<file path="config.mk">
export PLATFORM = sky130hd
export DESIGN_NAME = ptw_ctrl
export DESIGN_NICKNAME = d
export VERILOG_FILES = /design/src/sv/ptw_pkg.sv /design/src/sv/ptw_ctrl.sv
export SDC_FILE = /design/constraint.sdc
export NUM_CORES = 1
export LEC_CHECK = 0
export ABC_AREA = 1
export BUFFER_PORTS_ARGS = -buffer_cell sky130_fd_sc_hd__buf_2
export CORE_AREA = 2 2 39 41
export DETAILED_ROUTE_END_ITERATION = 8
export DIE_AREA = 0 0 41 43
export PLACE_DENSITY = 0.58
export SLEW_MARGIN = 20
export SYNTH_ARGS = -nofsm -noshare
export SYNTH_HDL_FRONTEND = slang
export SYNTH_SLANG_ARGS = --single-unit
</file>
<file path="constraint.sdc">
create_clock -name clk -period 3.5 [get_ports clk]
set_input_delay 0.175 -clock clk [delete_from_list [all_inputs] [get_ports clk]]
set_output_delay 0.175 -clock clk [all_outputs]
set_load 0.005 [all_outputs]
</file>
<file path="src/sv/ptw_pkg.sv">
// Shared constants and types for the page table walker.
// Used by ptw_ctrl, ptw_dp and the page_table_walk_and_map top level.
package ptw_pkg;

  localparam int TABLE_PAGES = 64;
  localparam int IDX_W       = 9;
  localparam int OFS_W       = 12;
  localparam int SLOT_W      = $clog2(TABLE_PAGES);
  localparam int NT_W        = $clog2(TABLE_PAGES + 1);
  localparam int ADDR_W      = SLOT_W + IDX_W;
  localparam int DEPTH       = TABLE_PAGES * (1 << IDX_W);
  localparam int VA_W        = 48;
  localparam int PA_W        = 52;
  localparam int FLG_W       = 12;
  localparam int ENT_W       = 64;
  localparam int EPG_W       = ENT_W - OFS_W;
  localparam int PG_W        = PA_W - OFS_W + 1;
  localparam int IN_DATA_W   = 112;
  localparam int OUT_DATA_W  = 56;
  localparam int CFG_DATA_W  = 56;

  localparam logic [OFS_W-1:0]  LINK_FLAGS    = 12'h007;
  localparam logic [PG_W-1:0]   BASE_PAGE_RST = 41'h100;
  localparam logic [NT_W-1:0]   NEXT_TAB_RST  = NT_W'(1);
  localparam logic [1:0]        LVL_LEAF      = 2'd3;
  localparam logic [1:0]        LVL_LAST_DIR  = 2'd2;
  localparam logic              CMD_MAP       = 1'b1;

  typedef enum logic [2:0] {
    RES_NONE,
    RES_MISS,
    RES_XLATE,
    RES_OOT,
    RES_MAPPED
  } res_kind_t;

  typedef struct packed {
    logic      clr;
    logic      load;
    logic      rd;
    logic      adv;
    logic      wr_link;
    logic      wr_leaf;
    logic      emit;
    res_kind_t res;
  } ctl_cmd_t;

  typedef struct packed {
    logic clr_done;
    logic is_map;
    logic hit;
    logic leaf_present;
    logic no_room;
    logic lvl2;
    logic lvl3;
    logic out_free;
  } dp_sts_t;

endpackage

</file>
<file path="src/sv/ptw_ctrl.sv">
// Controller state machine of the page table walker.
// Depends on ptw_pkg; drives commands into ptw_dp and reads its status.
module ptw_ctrl import ptw_pkg::*; (
  input  logic     clk,
  input  logic     rst_n,
  input  logic     in_valid,
  output logic     in_ready,
  input  dp_sts_t  sts,
  output ctl_cmd_t cmd
);

  typedef enum logic [2:0] {
    S_CLEAR,
    S_IDLE,
    S_RD,
    S_CHK,
    S_WLINK,
    S_WLEAF,
    S_RESP
  } state_t;

  state_t state_r, state_nxt;

  always_comb begin
    state_nxt = state_r;
    cmd       = '0;
    cmd.res   = RES_NONE;
    in_ready  = (state_r == S_IDLE);
    case (state_r)
      S_CLEAR: begin
        cmd.clr = 1'b1;
        if (sts.clr_done) begin
          state_nxt = S_IDLE;
        end
      end
      S_IDLE: begin
        if (in_valid) begin
          cmd.load  = 1'b1;
          state_nxt = S_RD;
        end
      end
      S_RD: begin
        cmd.rd    = 1'b1;
        state_nxt = S_CHK;
      end
      S_CHK: begin
        if (sts.lvl3) begin
          cmd.res   = sts.leaf_present ? RES_XLATE : RES_MISS;
          state_nxt = S_RESP;
        end else if (sts.hit) begin
          cmd.adv   = 1'b1;
          state_nxt = (sts.is_map && sts.lvl2) ? S_WLEAF : S_RD;
        end else if (!sts.is_map) begin
          cmd.res   = RES_MISS;
          state_nxt = S_RESP;
        end else if (sts.no_room) begin
          cmd.res   = RES_OOT;
          state_nxt = S_RESP;
        end else begin
          state_nxt = S_WLINK;
        end
      end
      S_WLINK: begin
        cmd.wr_link = 1'b1;
        if (sts.lvl2) begin
          state_nxt = S_WLEAF;
        end
      end
      S_WLEAF: begin
        cmd.wr_leaf = 1'b1;
        cmd.res     = RES_MAPPED;
        state_nxt   = S_RESP;
      end
      S_RESP: begin
        if (sts.out_free) begin
          cmd.emit  = 1'b1;
          state_nxt = S_IDLE;
        end
      end
      default: begin
        state_nxt = S_IDLE;
      end
    endcase
  end

  always_ff @(posedge clk) begin
    if (!rst_n) begin
      state_r <= S_CLEAR;
    end else begin
      state_r <= state_nxt;
    end
  end

endmodule

</file>
==> impl_metrics.tcl <==
set metrics [dict create \
    grt_pass1_vias 361 \
    cts.repair.resized 0 \
    rr_worst_depth 6 \
    crit_path_max_incr_delay_ns 0.49 \
    finalNetCount 104 \
    drcViolationCount 0 \
    synth_common_cells "inv_1, nor2_1, nand2_1, nand3_1, a21oi_1" \
    clock_skew_ns 0.000344 \
    syn_avg_cell_area_um2 5.60 \
    port_buffers 21 \
    finalWirelength_um 934 \
    hpwl_um 786 \
    finalSetupViolCount 0 \
    gp_congestion 0.843 \
    timing.hold.ws_ns 0.196 \
    netlist_instances 67 \
    rrSetupSlack_ns 2.11 \
    final_antenna_net_count 0 \
    track_usage_pct 11.5 \
    cts_tree "built" \
    p_leak_nw 0.306 \
    async_flop_share_pct 0 \
    crit_chain "nand2_1, nor2_1, nand3_1, a21oi_1, buf_2" \
    grt_overflow_total 0 \
    cts_root_buf "clkbuf_4" \
    pin_count 22 \
    ctsHoldBuffers 0 \
    finalCriticalPeriod_ns 1.43 \
    clk_latency_ns 0.23 \
    post_cts_buffers 0 \
    p_per_area_nw_per_um2 316 \
    crit_required_ns 3.32 \
    yosys_register_bits 3 \
    crit_type "flop to output pin" \
    finalMaxSlewViolations 0 \
    synth_area_leader_cell "dfxtp_1" \
    path_clk_slew_ns 0.04 \
    multi_input_area_um2 248 \
    ir_drop_v 0.000176 \
    yosysSeqAreaShare_pct 16.0 \
    largest_register_ffs 3 \
    cp-end-kind "output pin" \
    syn_area_um2 375 \
    r2r-end "state_r[0]" \
    worstHoldEndpoint "state_r[2]" \
    cp_top_family "flip-flops" \
    die-area_um2 1760 \
    drtPass1Iterations 4 \
    synth_edf_count 0 \
    vias 469 \
    ys.flop_type "dfxtp_1" \
    core_um2 1380 \
    first_iter_violations 5 \
    die_h_um 43 \
    period_share_pct 40.9 \
    start_util_pct 27.1 \
    whs_path_depth 3 \
    grt_antenna_before_repair 0 \
    top_register "state_r" \
    tightestPinTransition_ns 0.309 \
    largestRegisters "state_r: 3 flops" \
    cp.buffers_inverters 1 \
    rows 14 \
    drv_cap 0 \
    ys_types 17 \
    vias_per_cell 4.38 \
    antennaDiodeCount 0 \
    drive_gt1_share_pct 34.1 \
    cts_buffers 3 \
    crit_arrival_ns 1.26 \
    chipWidth_um 41 \
    htreeDepth 1 \
    hold_start "rst_n" \
    regArea_um2 60.1 \
    ys_warn_count 0 \
    startpoint_type "flop" \
    max_freq_ghz 0.699 \
    hp-class "input port to flop" \
    hold_viol 0 \
    critPathSlowestCell "dfxtp_1" \
    rsz0062_at_grt "no" \
    synthTopCellsByArea "dfxtp_1, inv_1, nor2_1, nand3_1, nand2_1" \
    wl_per_cell_um 8.73 \
    finalSetupTns_ns 0 \
    syn_to_final_growth_pct 37.3 \
    status "completed" \
    cp_max_fo 8 \
    synth_fp_nets 79 \
    rr_startpoint "state_r[1]" \
    slew_headroom_pct 79.4 \
    synth_most_common_cell "inv_1" \
    n_fill_cell 160 \
    cts_buffer_depth 2 \
    grt_max_degree 9 \
    yosysTopAreaCellShare_pct 16.0 \
    grt_pass1_wl_um 1440 \
    clkSinkCount 3 \
]
## report_power, final
| group | internal [mW] | leakage [nW] | switching (mW) |
|---|---|---|---|
| Sequential | 0.0374 | 0.0245 | 0.00590 |
| Combinational | 0.0249 | 0.266 | 0.0358 |
| Clock | 0.0426 | 0.0150 | 0.0162 |
## per-layer routing
| metal | global-route usage, % | routed length [µm] | vias to the layer above | share of wire, % |
|---|---|---|---|---|
| met1 | 15.7 | 459 | 186 | 49 |
| met4 | 2.00 | 0 | 0 | 0 |
| met2 | 16.9 | 396 | 18 | 42 |
| li1 | - | - | 265 | - |
| met5 | 0 | 0 | - | 0 |
| met3 | 4.71 | 78 | 0 | 8.4 |
## final cells by class
cell class	instances	area share [%]
tap	16	3.88
inverter	15	10.9
clock buffer	4	5.10
sequential	3	11.7
timing repair buffer	21	20.4
multi-input combinational	48	48.1
## cells in the final DEF (no fill, tap or decap), types with 2 or more instances in the layout
master / netlist / final
a21oi_1: 4 / 4
buf_2: 0 / 21
dfxtp_1: 3 / 3
nand2_1: 10 / 10
inv_2: 3 / 3
nor2_4: 2 / 2
nand2_2: 2 / 2
inv_1: 12 / 12
clkbuf_4: 0 / 3
nand4_1: 2 / 2
nor3_1: 3 / 3
nand3_1: 8 / 8
nand3b_1: 2 / 2
nor2_1: 11 / 11
## per-stage QoR
step                worst slack [ns]  cell area [µm²]  power (mW)  std cells  utilization [%]
global placement                2.15              489       0.105        103             35.4
finish                          2.07              515       0.163        107             37.3
global route                    1.96              515       0.180        107             37.3
floorplan                       2.29              375      0.0860         67                -
CTS                             2.06              515       0.167        107             37.3
detailed placement              2.13              489       0.105        103             35.4
## worst max path at each step
stage	slack, ns	cells after the start	start	end
global placement	2.15	6	state_r[1]	state_r[0]
detailed placement	2.13	6	state_r[1]	state_r[0]
global route	1.96	3	state_r[2]	cmd[3]
CTS	2.06	5	state_r[1]	cmd[0]
finish	2.07	5	state_r[1]	cmd[0]
floorplan	2.29	7	state_r[1]	state_r[0]
## cell families (layout without fill, tap and decap cells)
kind of cell / after synthesis / in the layout / share of synthesized area [%]
buf+inv: 16 / 40 / 18.0
fa+ha+maj: 1 / 1 / 3.33
simple gates: 41 / 41 / 54.0
flops: 3 / 3 / 16.0
compound gates: 6 / 6 / 8.67
## worst register-to-register path, delay by kind of cell, from the launching register on
family        cells  cell delay [ns]
buf+inv           1             0.11
fa+ha+maj         1             0.31
simple gates      4             0.37
flops             1             0.49
No activity file was read; power rests on OpenSTA's default activity.
